File: src/rtl/core/typed_frame_deframer_crc8_defines.svh
// Assertion helpers for the deframer RTL.
`ifndef TYPED_FRAME_DEFRAMER_CRC8_DEFINES_SVH
`define TYPED_FRAME_DEFRAMER_CRC8_DEFINES_SVH

// Clocked check that is switched off while reset is asserted.
`define TFD_ASSERT(label, prop, msg) \
  label: assert property (@(posedge clk_i) disable iff (!rst_ni) prop) else $error(msg);

// Clocked check that also holds during reset.
`define TFD_ASSERT_ALWAYS(label, prop, msg) \
  label: assert property (@(posedge clk_i) prop) else $error(msg);

`endif

File: src/rtl/core/tfd_pkg.sv
`default_nettype none

package tfd_pkg;

  // Payload lengths of the fixed-size frame types.
  localparam int unsigned EncoderLen = 24;
  localparam int unsigned ImuLen     = 32;
  localparam int unsigned ShortLen   = 8;

  // Resync window length and the width of its position counter.
  localparam int unsigned SyncLen = 16;
  localparam int unsigned WinW    = $clog2(SyncLen);

  // Tick timer and configuration port widths.
  localparam int unsigned TimerW   = 24;
  localparam int unsigned CfgIdxW  = 3;
  localparam int unsigned CfgDataW = 24;

  typedef enum logic [1:0] {
    KindByte   = 2'd0,
    KindGood   = 2'd1,
    KindError  = 2'd2,
    KindResync = 2'd3
  } out_kind_e;

  typedef enum logic [1:0] {
    ErrNone    = 2'd0,
    ErrBadType = 2'd1,
    ErrTimeout = 2'd2,
    ErrBadCrc  = 2'd3
  } err_code_e;

  typedef enum logic [2:0] {
    MsgString    = 3'd0,
    MsgTimestamp = 3'd1,
    MsgEncoder   = 3'd2,
    MsgImu       = 3'd3,
    MsgMotor     = 3'd4
  } msg_kind_e;

  typedef enum logic [CfgIdxW-1:0] {
    RegCodeNone      = 3'd0,
    RegCodeString    = 3'd1,
    RegCodeTimestamp = 3'd2,
    RegCodeEncoder   = 3'd3,
    RegCodeImu       = 3'd4,
    RegCodeMotor     = 3'd5,
    RegTimeout       = 3'd6
  } cfg_idx_e;

  typedef struct packed {
    logic [7:0]        code_none;
    logic [7:0]        code_string;
    logic [7:0]        code_timestamp;
    logic [7:0]        code_encoder;
    logic [7:0]        code_imu;
    logic [7:0]        code_motor;
    logic [TimerW-1:0] timeout_ticks;
  } cfg_t;

  typedef struct packed {
    out_kind_e  kind;
    logic [7:0] data;
    msg_kind_e  msg;
    err_code_e  err;
    logic [7:0] calc_crc;
    logic [7:0] recv_crc;
  } res_t;

  // CRC-8, polynomial 0x07, MSB first, one byte per call.
  function automatic logic [7:0] crc8_update(input logic [7:0] crc, input logic [7:0] b);
    logic [7:0] c;
    c = crc ^ b;
    for (int i = 0; i < 8; i++) begin
      c = c[7] ? ((c << 1) ^ 8'h07) : (c << 1);
    end
    return c;
  endfunction

  // Index of the last payload byte of a fixed-size frame.
  function automatic logic [7:0] fixed_last(input msg_kind_e k);
    logic [7:0] last;
    case (k)
      MsgEncoder: last = 8'(EncoderLen - 1);
      MsgImu:     last = 8'(ImuLen - 1);
      default:    last = 8'(ShortLen - 1);
    endcase
    return last;
  endfunction

endpackage

`default_nettype wire

File: src/rtl/core/tfd_in_if.sv
`default_nettype none

interface tfd_in_if ();
  logic       valid;
  logic       ready;
  logic       mode;
  logic [7:0] data_byte;

  modport source (output valid, output mode, output data_byte, input ready);
  modport sink (input valid, input mode, input data_byte, output ready);
endinterface

`default_nettype wire

File: src/rtl/core/tfd_out_if.sv
`default_nettype none

interface tfd_out_if ();
  logic       valid;
  logic       ready;
  logic [1:0] out_kind;
  logic [7:0] out_byte;
  logic [2:0] msg_kind;
  logic [1:0] error_code;
  logic [7:0] calc_crc;
  logic [7:0] recv_crc;

  modport source (
    output valid, output out_kind, output out_byte, output msg_kind,
    output error_code, output calc_crc, output recv_crc, input ready
  );
  modport sink (
    input valid, input out_kind, input out_byte, input msg_kind,
    input error_code, input calc_crc, input recv_crc, output ready
  );
endinterface

`default_nettype wire

File: src/rtl/core/tfd_cfg_if.sv
`default_nettype none

interface tfd_cfg_if import tfd_pkg::*; ();
  logic                valid;
  logic                ready;
  logic [CfgIdxW-1:0]  index;
  logic [CfgDataW-1:0] data;

  modport source (output valid, output index, output data, input ready);
  modport sink (input valid, input index, input data, output ready);
endinterface

`default_nettype wire

File: src/rtl/core/tfd_cfg_regs.sv
`default_nettype none

module tfd_cfg_regs import tfd_pkg::*; (
  input  logic                clk_i,
  input  logic                rst_ni,
  input  logic                wr_en_i,
  input  logic [CfgIdxW-1:0]  wr_idx_i,
  input  logic [CfgDataW-1:0] wr_data_i,
  output cfg_t                cfg_o
);

  cfg_t cfg_q, cfg_d;

  // Decode the register index; an index past the list is dropped.
  always_comb begin
    cfg_d = cfg_q;
    if (wr_en_i) begin
      case (cfg_idx_e'(wr_idx_i))
        RegCodeNone:      cfg_d.code_none      = wr_data_i[7:0];
        RegCodeString:    cfg_d.code_string    = wr_data_i[7:0];
        RegCodeTimestamp: cfg_d.code_timestamp = wr_data_i[7:0];
        RegCodeEncoder:   cfg_d.code_encoder   = wr_data_i[7:0];
        RegCodeImu:       cfg_d.code_imu       = wr_data_i[7:0];
        RegCodeMotor:     cfg_d.code_motor     = wr_data_i[7:0];
        RegTimeout:       cfg_d.timeout_ticks  = wr_data_i[TimerW-1:0];
        default:          cfg_d = cfg_q;
      endcase
    end
  end

  always_ff @(posedge clk_i or negedge rst_ni) begin
    if (!rst_ni) begin
      cfg_q.code_none      <= 8'd0;
      cfg_q.code_string    <= 8'd1;
      cfg_q.code_timestamp <= 8'd2;
      cfg_q.code_encoder   <= 8'd3;
      cfg_q.code_imu       <= 8'd4;
      cfg_q.code_motor     <= 8'd5;
      cfg_q.timeout_ticks  <= TimerW'(100);
    end else begin
      cfg_q <= cfg_d;
    end
  end

  assign cfg_o = cfg_q;

endmodule

`default_nettype wire

File: src/rtl/core/tfd_step.sv
`default_nettype none

module tfd_step import tfd_pkg::*; (
  input  logic       clk_i,
  input  logic       rst_ni,
  input  logic       step_i,
  input  logic       mode_i,
  input  logic [7:0] data_byte_i,
  input  cfg_t       cfg_i,
  output logic       res_valid_o,
  output res_t       res_o
);

  localparam logic [2:0] PhIdle   = 3'd0;
  localparam logic [2:0] PhString = 3'd1;
  localparam logic [2:0] PhFixed  = 3'd2;
  localparam logic [2:0] PhCrc    = 3'd3;
  localparam logic [2:0] PhResync = 3'd4;

  localparam logic [TimerW-1:0] TimerMax = '1;

  logic [2:0]        phase_q, phase_d;
  msg_kind_e         kind_q, kind_d;
  logic [7:0]        count_q, count_d;
  logic [7:0]        crc_q, crc_d;
  logic [TimerW-1:0] timer_q, timer_d;
  logic [WinW-1:0]   win_pos_q, win_pos_d;
  logic              win_zero_q, win_zero_d;
  logic              zero_seen_q, zero_seen_d;
  err_code_e         cause_q, cause_d;

  logic              feed_zero, win_last, win_hit;
  logic [WinW-1:0]   win_pos_nx;
  logic              win_zero_nx;
  logic [7:0]        crc_nx;
  logic [TimerW-1:0] timer_inc;
  logic              timeout;
  logic              reading;

  // Aligned window tracker, fed with the current byte.
  assign feed_zero   = win_zero_q & (data_byte_i == 8'h00);
  assign win_last    = (win_pos_q == WinW'(SyncLen - 1));
  assign win_hit     = win_last & feed_zero;
  assign win_pos_nx  = win_last ? '0 : win_pos_q + 1'b1;
  assign win_zero_nx = win_last | feed_zero;

  assign crc_nx    = crc8_update(crc_q, data_byte_i);
  assign timer_inc = (timer_q == TimerMax) ? timer_q : timer_q + 1'b1;
  assign timeout   = (cfg_i.timeout_ticks != '0) && (timer_inc >= cfg_i.timeout_ticks);
  assign reading   = phase_q inside {PhString, PhFixed, PhCrc};

  // One event per call: next state and at most one result.
  always_comb begin
    phase_d     = phase_q;
    kind_d      = kind_q;
    count_d     = count_q;
    crc_d       = crc_q;
    timer_d     = timer_q;
    win_pos_d   = win_pos_q;
    win_zero_d  = win_zero_q;
    zero_seen_d = zero_seen_q;
    cause_d     = cause_q;
    res_valid_o = 1'b0;
    res_o       = '{kind: KindByte, data: 8'h00, msg: MsgString, err: ErrNone,
                    calc_crc: 8'h00, recv_crc: 8'h00};

    if (mode_i) begin
      // Timer tick: only counts while a read phase is open.
      if (reading) begin
        timer_d = timer_inc;
        if (timeout) begin
          res_valid_o = 1'b1;
          if (phase_q == PhFixed && zero_seen_q) begin
            // The payload already held a clean window, so resync is over.
            phase_d     = PhIdle;
            win_pos_d   = '0;
            win_zero_d  = 1'b1;
            zero_seen_d = 1'b0;
            res_o.kind  = KindResync;
            res_o.err   = ErrTimeout;
          end else begin
            if (phase_q == PhFixed) begin
              zero_seen_d = 1'b0;
            end else begin
              win_pos_d   = '0;
              win_zero_d  = 1'b1;
              zero_seen_d = 1'b0;
            end
            cause_d    = ErrTimeout;
            phase_d    = PhResync;
            res_o.kind = KindError;
            res_o.msg  = kind_q;
            res_o.err  = ErrTimeout;
          end
        end
      end
    end else begin
      case (phase_q)
        PhIdle: begin
          if (data_byte_i != cfg_i.code_none) begin
            win_pos_d   = '0;
            win_zero_d  = 1'b1;
            zero_seen_d = 1'b0;
            crc_d       = 8'h00;
            count_d     = 8'h00;
            timer_d     = '0;
            phase_d     = PhFixed;
            if (data_byte_i == cfg_i.code_string) begin
              kind_d  = MsgString;
              phase_d = PhString;
            end else if (data_byte_i == cfg_i.code_timestamp) begin
              kind_d = MsgTimestamp;
            end else if (data_byte_i == cfg_i.code_encoder) begin
              kind_d = MsgEncoder;
            end else if (data_byte_i == cfg_i.code_imu) begin
              kind_d = MsgImu;
            end else if (data_byte_i == cfg_i.code_motor) begin
              kind_d = MsgMotor;
            end else begin
              // Unknown type: drop into resync with the CRC, count and timer untouched.
              kind_d      = MsgString;
              crc_d       = crc_q;
              count_d     = count_q;
              timer_d     = timer_q;
              cause_d     = ErrBadType;
              phase_d     = PhResync;
              res_valid_o = 1'b1;
              res_o.kind  = KindError;
              res_o.err   = ErrBadType;
            end
          end
        end

        PhString: begin
          crc_d       = crc_nx;
          timer_d     = '0;
          if (data_byte_i == 8'h00) begin
            phase_d = PhCrc;
          end
          res_valid_o = 1'b1;
          res_o.data  = data_byte_i;
          res_o.msg   = kind_q;
        end

        PhFixed: begin
          crc_d      = crc_nx;
          win_pos_d  = win_pos_nx;
          win_zero_d = win_zero_nx;
          if (win_hit) begin
            zero_seen_d = 1'b1;
          end
          count_d = count_q + 1'b1;
          if (count_q == fixed_last(kind_q)) begin
            phase_d = PhCrc;
            timer_d = '0;
          end
          res_valid_o = 1'b1;
          res_o.data  = data_byte_i;
          res_o.msg   = kind_q;
        end

        PhCrc: begin
          res_valid_o    = 1'b1;
          res_o.msg      = kind_q;
          res_o.calc_crc = crc_q;
          res_o.recv_crc = data_byte_i;
          if (data_byte_i == crc_q) begin
            phase_d    = PhIdle;
            res_o.kind = KindGood;
          end else begin
            win_pos_d   = '0;
            win_zero_d  = 1'b1;
            zero_seen_d = 1'b0;
            cause_d     = ErrBadCrc;
            phase_d     = PhResync;
            res_o.kind  = KindError;
            res_o.err   = ErrBadCrc;
          end
        end

        PhResync: begin
          win_pos_d  = win_pos_nx;
          win_zero_d = win_zero_nx;
          if (win_hit) begin
            phase_d     = PhIdle;
            win_pos_d   = '0;
            win_zero_d  = 1'b1;
            zero_seen_d = 1'b0;
            res_valid_o = 1'b1;
            res_o.kind  = KindResync;
            res_o.err   = cause_q;
          end
        end

        default: begin
          phase_d = PhIdle;
        end
      endcase
    end
  end

  // Frame state advances only when an event is consumed.
  always_ff @(posedge clk_i or negedge rst_ni) begin
    if (!rst_ni) begin
      phase_q     <= PhIdle;
      kind_q      <= MsgString;
      count_q     <= 8'h00;
      crc_q       <= 8'h00;
      timer_q     <= '0;
      win_pos_q   <= '0;
      win_zero_q  <= 1'b1;
      zero_seen_q <= 1'b0;
      cause_q     <= ErrNone;
    end else if (step_i) begin
      phase_q     <= phase_d;
      kind_q      <= kind_d;
      count_q     <= count_d;
      crc_q       <= crc_d;
      timer_q     <= timer_d;
      win_pos_q   <= win_pos_d;
      win_zero_q  <= win_zero_d;
      zero_seen_q <= zero_seen_d;
      cause_q     <= cause_d;
    end
  end

endmodule

`default_nettype wire

File: src/rtl/core/tfd_out_reg.sv
`default_nettype none

module tfd_out_reg import tfd_pkg::*; (
  input  logic clk_i,
  input  logic rst_ni,
  input  logic load_i,
  input  res_t res_i,
  input  logic ready_i,
  output logic valid_o,
  output res_t res_o
);

  logic valid_q;
  res_t res_q;

  // Hold a result until the receiver completes the transfer.
  always_ff @(posedge clk_i or negedge rst_ni) begin
    if (!rst_ni) begin
      valid_q <= 1'b0;
    end else if (load_i) begin
      valid_q <= 1'b1;
    end else if (ready_i) begin
      valid_q <= 1'b0;
    end
  end

  always_ff @(posedge clk_i) begin
    if (load_i) begin
      res_q <= res_i;
    end
  end

  assign valid_o = valid_q;
  assign res_o   = res_q;

endmodule

`default_nettype wire

File: src/rtl/core/typed_frame_deframer_crc8.sv
// Receive-side deframer for a typed byte-serial link with a CRC-8 check.
// Input channel in_i: one event per transfer, mode 0 carries a received
// byte in data_byte, mode 1 is one timer tick. Output channel out_o: at
// most one result per event (payload byte, frame good, frame error or
// resync done). Configuration channel cfg_i: register index and data; it
// is always ready. The user must write it only while no event is in flight;
// the block itself does not enforce this. An accepted event is held in the
// input register and is decoded into the output register, which drives
// out_o, once the output side has room. While out_o is not stalled, one
// event is taken every cycle; the frame state update and the byte-wide CRC
// step both sit between the input and output registers. When out_o is
// stalled the output register holds its result, the input register keeps
// one more event, and in_i.ready drops only then. Reset clears the frame
// state to waiting for a type byte and loads the default type codes and a
// timeout of 100 ticks.
`default_nettype none

`include "typed_frame_deframer_crc8_defines.svh"

module typed_frame_deframer_crc8 import tfd_pkg::*; (
  input logic        clk_i,
  input logic        rst_ni,
  tfd_in_if.sink     in_i,
  tfd_out_if.source  out_o,
  tfd_cfg_if.sink    cfg_i
);

  logic       in_valid_q;
  logic       in_mode_q;
  logic [7:0] in_byte_q;
  logic       in_xfer;
  logic       step;
  logic       res_valid;
  res_t       res_step;
  res_t       res_out;
  cfg_t       cfg;
  logic       resync_shown;
  logic       resync_clean;

  // The event in the input register moves on when the output side has room.
  assign step     = in_valid_q && (!out_o.valid || out_o.ready);
  assign in_i.ready = !in_valid_q || step;
  assign in_xfer  = in_i.valid && in_i.ready;

  // Input register.
  always_ff @(posedge clk_i or negedge rst_ni) begin
    if (!rst_ni) begin
      in_valid_q <= 1'b0;
    end else if (in_xfer) begin
      in_valid_q <= 1'b1;
    end else if (step) begin
      in_valid_q <= 1'b0;
    end
  end

  always_ff @(posedge clk_i) begin
    if (in_xfer) begin
      in_mode_q <= in_i.mode;
      in_byte_q <= in_i.data_byte;
    end
  end

  // Configuration registers.
  assign cfg_i.ready = 1'b1;

  tfd_cfg_regs u_cfg (
    .clk_i     (clk_i),
    .rst_ni    (rst_ni),
    .wr_en_i   (cfg_i.valid),
    .wr_idx_i  (cfg_i.index),
    .wr_data_i (cfg_i.data),
    .cfg_o     (cfg)
  );

  // Frame decoder.
  tfd_step u_step (
    .clk_i       (clk_i),
    .rst_ni      (rst_ni),
    .step_i      (step),
    .mode_i      (in_mode_q),
    .data_byte_i (in_byte_q),
    .cfg_i       (cfg),
    .res_valid_o (res_valid),
    .res_o       (res_step)
  );

  // Result register.
  tfd_out_reg u_out (
    .clk_i   (clk_i),
    .rst_ni  (rst_ni),
    .load_i  (step && res_valid),
    .res_i   (res_step),
    .ready_i (out_o.ready),
    .valid_o (out_o.valid),
    .res_o   (res_out)
  );

  assign out_o.out_kind   = res_out.kind;
  assign out_o.out_byte   = res_out.data;
  assign out_o.msg_kind   = res_out.msg;
  assign out_o.error_code = res_out.err;
  assign out_o.calc_crc   = res_out.calc_crc;
  assign out_o.recv_crc   = res_out.recv_crc;

  // Terms of the resync result check.
  assign resync_shown = out_o.valid && (out_o.out_kind == KindResync);
  assign resync_clean = (out_o.msg_kind == MsgString) && (out_o.error_code != ErrNone);

  // An empty input register always takes a new event.
  `TFD_ASSERT(a_in_ready_when_empty, !in_valid_q |-> in_i.ready, "input stalled while empty")

  // A pending result is never overwritten by the decoder.
  `TFD_ASSERT(a_no_overwrite, (out_o.valid && !out_o.ready) |-> !step, "result overwritten")

  // Resync done never carries a frame kind and always carries its cause.
  `TFD_ASSERT(a_resync_fields, resync_shown |-> resync_clean, "bad resync result")

endmodule

`default_nettype wire

File: src/flat_wrapper.sv
// flat-port wrapper written by rule: the top's interface ports become plain ports
module typed_frame_deframer_crc8_flat import tfd_pkg::*;
  (clk_i, rst_ni, in_i_valid, in_i_mode, in_i_data_byte, in_i_ready, out_o_valid, out_o_out_kind, out_o_out_byte, out_o_msg_kind, out_o_error_code, out_o_calc_crc, out_o_recv_crc, out_o_ready, cfg_i_valid, cfg_i_index, cfg_i_data, cfg_i_ready);
  tfd_in_if in_i_i ();
  tfd_out_if out_o_i ();
  tfd_cfg_if cfg_i_i ();
  input logic clk_i;
  input logic rst_ni;
  input wire logic [$bits(in_i_i.valid)-1:0] in_i_valid;
  input wire logic [$bits(in_i_i.mode)-1:0] in_i_mode;
  input wire logic [$bits(in_i_i.data_byte)-1:0] in_i_data_byte;
  output wire logic [$bits(in_i_i.ready)-1:0] in_i_ready;
  output wire logic [$bits(out_o_i.valid)-1:0] out_o_valid;
  output wire logic [$bits(out_o_i.out_kind)-1:0] out_o_out_kind;
  output wire logic [$bits(out_o_i.out_byte)-1:0] out_o_out_byte;
  output wire logic [$bits(out_o_i.msg_kind)-1:0] out_o_msg_kind;
  output wire logic [$bits(out_o_i.error_code)-1:0] out_o_error_code;
  output wire logic [$bits(out_o_i.calc_crc)-1:0] out_o_calc_crc;
  output wire logic [$bits(out_o_i.recv_crc)-1:0] out_o_recv_crc;
  input wire logic [$bits(out_o_i.ready)-1:0] out_o_ready;
  input wire logic [$bits(cfg_i_i.valid)-1:0] cfg_i_valid;
  input wire logic [$bits(cfg_i_i.index)-1:0] cfg_i_index;
  input wire logic [$bits(cfg_i_i.data)-1:0] cfg_i_data;
  output wire logic [$bits(cfg_i_i.ready)-1:0] cfg_i_ready;
  assign in_i_i.valid = in_i_valid;
  assign in_i_i.mode = in_i_mode;
  assign in_i_i.data_byte = in_i_data_byte;
  assign in_i_ready = in_i_i.ready;
  assign out_o_valid = out_o_i.valid;
  assign out_o_out_kind = out_o_i.out_kind;
  assign out_o_out_byte = out_o_i.out_byte;
  assign out_o_msg_kind = out_o_i.msg_kind;
  assign out_o_error_code = out_o_i.error_code;
  assign out_o_calc_crc = out_o_i.calc_crc;
  assign out_o_recv_crc = out_o_i.recv_crc;
  assign out_o_i.ready = out_o_ready;
  assign cfg_i_i.valid = cfg_i_valid;
  assign cfg_i_i.index = cfg_i_index;
  assign cfg_i_i.data = cfg_i_data;
  assign cfg_i_ready = cfg_i_i.ready;
  typed_frame_deframer_crc8 u_core (.clk_i(clk_i), .rst_ni(rst_ni), .in_i(in_i_i), .out_o(out_o_i), .cfg_i(cfg_i_i));
endmodule
File: config.mk
export PLATFORM = sky130hd
export DESIGN_NAME = typed_frame_deframer_crc8_flat
export DESIGN_NICKNAME = d
export VERILOG_FILES = /design/src/rtl/core/tfd_pkg.sv /design/src/rtl/core/tfd_in_if.sv /design/src/rtl/core/tfd_out_if.sv /design/src/rtl/core/tfd_cfg_if.sv /design/src/rtl/core/tfd_cfg_regs.sv /design/src/rtl/core/tfd_step.sv /design/src/rtl/core/tfd_out_reg.sv /design/src/rtl/core/typed_frame_deframer_crc8.sv /design/src/flat_wrapper.sv
export VERILOG_INCLUDE_DIRS = /design/src /design/src/rtl/core
export SDC_FILE = /design/constraint.sdc
export NUM_CORES = 1
export LEC_CHECK = 0
export ABC_AREA = 1
export ABC_CLOCK_PERIOD_IN_PS = 7500
export BUFFER_PORTS_ARGS = -buffer_cell sky130_fd_sc_hd__buf_2
export CORE_ASPECT_RATIO = 1.75
export CORE_MARGIN = 2
export CORE_UTILIZATION = 60
export DETAILED_ROUTE_END_ITERATION = 8
export PLACE_DENSITY = 0.8
export SLEW_MARGIN = 20
export SYNTH_ARGS = -nofsm -noshare
export SYNTH_HDL_FRONTEND = slang
export SYNTH_SLANG_ARGS = --single-unit
File: constraint.sdc
create_clock -name clk_i -period 7.5 [get_ports clk_i]
set_clock_uncertainty 0.05 [all_clocks]
set_input_delay 1.875 -clock clk_i [delete_from_list [all_inputs] [get_ports clk_i]]
set_output_delay 1.875 -clock clk_i [all_outputs]
set_load 0.1 [all_outputs]
==> reports/metrics.yaml <==
run_status:
  outcome: "finished, final reports clean"
floorplan:
  dieArea_um2: 17200
  fp-row-count: 61
  num_io_pins: 75
  start_util: 0.611
  dieHeight_um: 172
  die_width_um: 100
  core_um2: 15900
global_route:
  grt_pass1_wl_um: 38200
  grt_pass1_vias: 7986
  grt_max_degree: 80
  track_usage: 0.287
  gr-total-overflow: 0
  antenna_found_initial: 0
sta:
  slew_viol_final: 0
  setup_viol: 0
  max-slew-margin-rel: 0.305
  setup_tns_ns: 0
  final_hold_viol_count: 0
  tightest_slew_ns: 1.04
  fmax_mhz: 203
  fin_crit_ns: 4.92
  rsz0062_at_grt: "false"
  fin_crit_sh: 0.655
placement:
  io_buffers: 73
  globalplace.congestion: 0.961
  placed_area_um2: 10100
  dp_cells: 1482
  dp_hpwl_um: 17600
min_path:
  whs_path_depth: 2
  min_to: "u_core.u_step.win_zero_q$_DFFE_PN1P_"
  hp-start: "u_core.u_step.win_zero_q$_DFFE_PN1P_"
  hp-class: "flop to flop"
synth:
  synthArstFlopShare: 0.762
  syn_nets: 1321
  seq_area_frac_synth: 0.456
  syn_area_per_cell_um2: 7.76
  synth-simple-area-share: 0.296
  synth_top_family_by_area: "simple AND/OR/NAND/NOR gates"
  muxShareOfSynthArea: 0
  syn_inst: 1250
  synth_edf_count: 40
  syn_area_um2: 9700
  synth_xor_area_frac: 0.0486
  synth-seq-cells: 168
  synth_fa_ha_area_frac: 0.0387
  synth_ff_type: "dfrtp_1"
  synth_compound_area_frac: 0.0769
  yosysUniqueCellTypes: 51
  synth_warnings: 0
critical_path:
  critPathMostFrequentCell: "nand2_1"
  r2r-end: "u_core.u_out.res_o[13]$_SDFFCE_PP0P_"
  crit_type: "flop to flop"
  r2r-start: "u_core.u_step.timer_q[4]$_DFFE_PN0P_"
  cp_max_fo: 31
  crit_chain: "nand2_1 > nor2_1 > nand4_1 > nor2_1 > nand3b_1 > o21ai_0 > inv_1 > ha_1 > nand2_1 > nor2_1 > nor2_1 > nand2_1 > nand2_1 > nand2_1 > nand3_1 > nand2_1 > nand3_1 > clkinv_1"
  worst_r2r_path_depth: 18
  slowest_stage: "clkinv_1"
  cp-end-kind: "flop"
  worst_ep_required_time_ns: 7.31
  worstSetupStartpoint: "u_core.u_step.timer_q[4]$_DFFE_PN0P_"
  max_stage_delay_ns: 0.81
  cp_data_arrival_time_ns: 4.73
  r2r_slack_ns: 2.58
  critPathLaunchType: "flop"
finish:
  fillCellCount: 1332
  drive_gt1_frac: 0.131
  diodes: 0
  stdcell_area_um2: 10700
  area_growth_pct: 10.4
  layout.nets: 1383
  instances_no_fill: 1514
power_and_ir_drop:
  leakage_uw: 0.00536
  peakVddDrop_uv: 192
  power.total_uw: 2970
  power_density_nw_per_um2: 278
routing:
  drt_iter0_markers: 438
  wl_per_cell_um: 15.7
  route.vias.total: 8250
  drt_wl_total_um: 23800
  first_pass_iters: 5
  vias_per_cell: 5.45
  ant_nets: 0
  drc: 0
clocking:
  clock_latency_ns: 0.44
  holdBufCountCts: 0
  clkTransAtPathRegs_ns: 0.07
  clock-sinks: 168
  cts_tree: "yes"
  cts_root_buf: "clkbuf_16"
  h-tree-depth: 4
  cts_setup_buffers: 0
  cts.repair.resized: 0
  ctsLongestPathBuffers: 2
  cts_inserted_buffers: 17
job:
  max_cap_violations: 0
==> layer usage <==
metal,vias to the layer above,wire (µm),track usage
met4,0,1190,0.160
met1,3870,8780,0.297
met5,-,0,0
met3,66,856,0.0400
met2,232,12900,0.545
li1,4082,-,-
==> power breakdown <==
group,switching [µW],internal (µW)
clock,393,500
sequential,116,1090
combinational,595,275
total,1100,1870
==> area by class of cell <==
cell class / instances / area, µm² / area share
clock inverter: 15 / 166 / 0.0155
sequential: 168 / 4420 / 0.413
inverter: 158 / 603 / 0.0563
clock buffer: 17 / 425 / 0.0397
tap: 189 / 236 / 0.0221
multi-input combinational: 892 / 4470 / 0.417
timing repair buffer: 75 / 387 / 0.0361
==> layout by cell type, fill, tap and decap left out, types with 3 or more instances in the layout <==
cell type,instances
nand2_1,411
inv_1,142
nor2_1,127
dfrtp_1,117
o21ai_0,80
buf_2,72
nand3_1,40
edfxtp_1,40
ha_1,30
xnor2_1,28
nand4_1,28
a21oi_1,28
xor2_1,24
clkbuf_16,17
o21ai_1,16
nor3_1,15
dfstp_2,11
inv_2,10
nand2_2,8
nor2_2,7
or2_2,7
nor4_1,5
inv_6,5
nand3_2,4
nor2_4,4
o211ai_1,4
inv_4,4
nand2_4,4
clkinv_1,3
inv_8,3
==> critical path: cells and delay by family (launching register included) <==
family	cells	cell delay, ns
compound gates	1	0.57
buf+inv	2	0.91
simple gates	14	2.10
flops	1	0.37
fa+ha+maj	1	0.32
==> flip-flops by register name (all words and copies together) (netlist names) <==
signal and flops:
u_core.u_cfg.cfg_o 72, u_core.u_out.res_o 31, u_core.u_step.timer_q 24, u_core.in_byte_q 8, u_core.u_step.count_q 8, u_core.u_step.crc_q 8, u_core.u_step.win_pos_q 4, u_core.u_step.kind_q 3
u_core.u_step.phase_q 3, u_core.u_step.cause_q 2, u_core.in_mode_q 1, u_core.in_valid_q 1, u_core.u_out.valid_o 1, u_core.u_step.win_zero_q 1, u_core.u_step.zero_seen_q 1
==> metrics by stage <==
stage               hold slack [ns]  utilization  setup WS, ns
floorplan                     0.402            -          2.89
global placement              0.414        0.637          2.94
detailed placement            0.415        0.637          2.88
CTS                           0.425        0.674          2.84
global route                  0.463        0.674          2.22
finish                        0.423        0.674          2.58
==> worst max path at each step <==
stage	endpoint	slack (ns)	cells after the start
after floorplan	in_i_ready	2.89	2
after global routing	u_core.u_out.res_o[26]$_SDFFCE_PP0P_	2.22	17
after CTS	u_core.u_out.res_o[26]$_SDFFCE_PP0P_	2.84	18
final	u_core.u_out.res_o[13]$_SDFFCE_PP0P_	2.58	18
after global placement	u_core.u_out.res_o[5]$_SDFFCE_PP0P_	2.94	21
after detailed placement	u_core.u_out.res_o[5]$_SDFFCE_PP0P_	2.88	21
==> synth_stat cells, drive strengths merged (5+ instances only) <==
library cell | count | area (µm²)
nand2 | 423 | 1640
inv | 157 | 599
nor2 | 139 | 586
dfrtp | 117 | 2930
o21ai | 99 | 514
nand3 | 44 | 240
edfxtp | 40 | 1200
ha | 30 | 375
nand4 | 29 | 188
xnor2 | 29 | 262
a21oi | 28 | 140
xor2 | 24 | 210
buf | 19 | 159
nor3 | 17 | 95.1
clkbuf | 13 | 50.0
dfstp | 11 | 289
or2 | 8 | 50.1
nor4 | 5 | 31.3
==> cell families after synthesis <==
kind of cell | after synthesis
AND/OR/NAND/NOR | 669
XOR/XNOR | 53
flip-flops | 168
AO/OA/AOI/OAI | 139
adder cells (fa/ha/maj) | 30
buffers and inverters | 190
other | 1
Note: power is estimated with default switching activity, not from simulation.
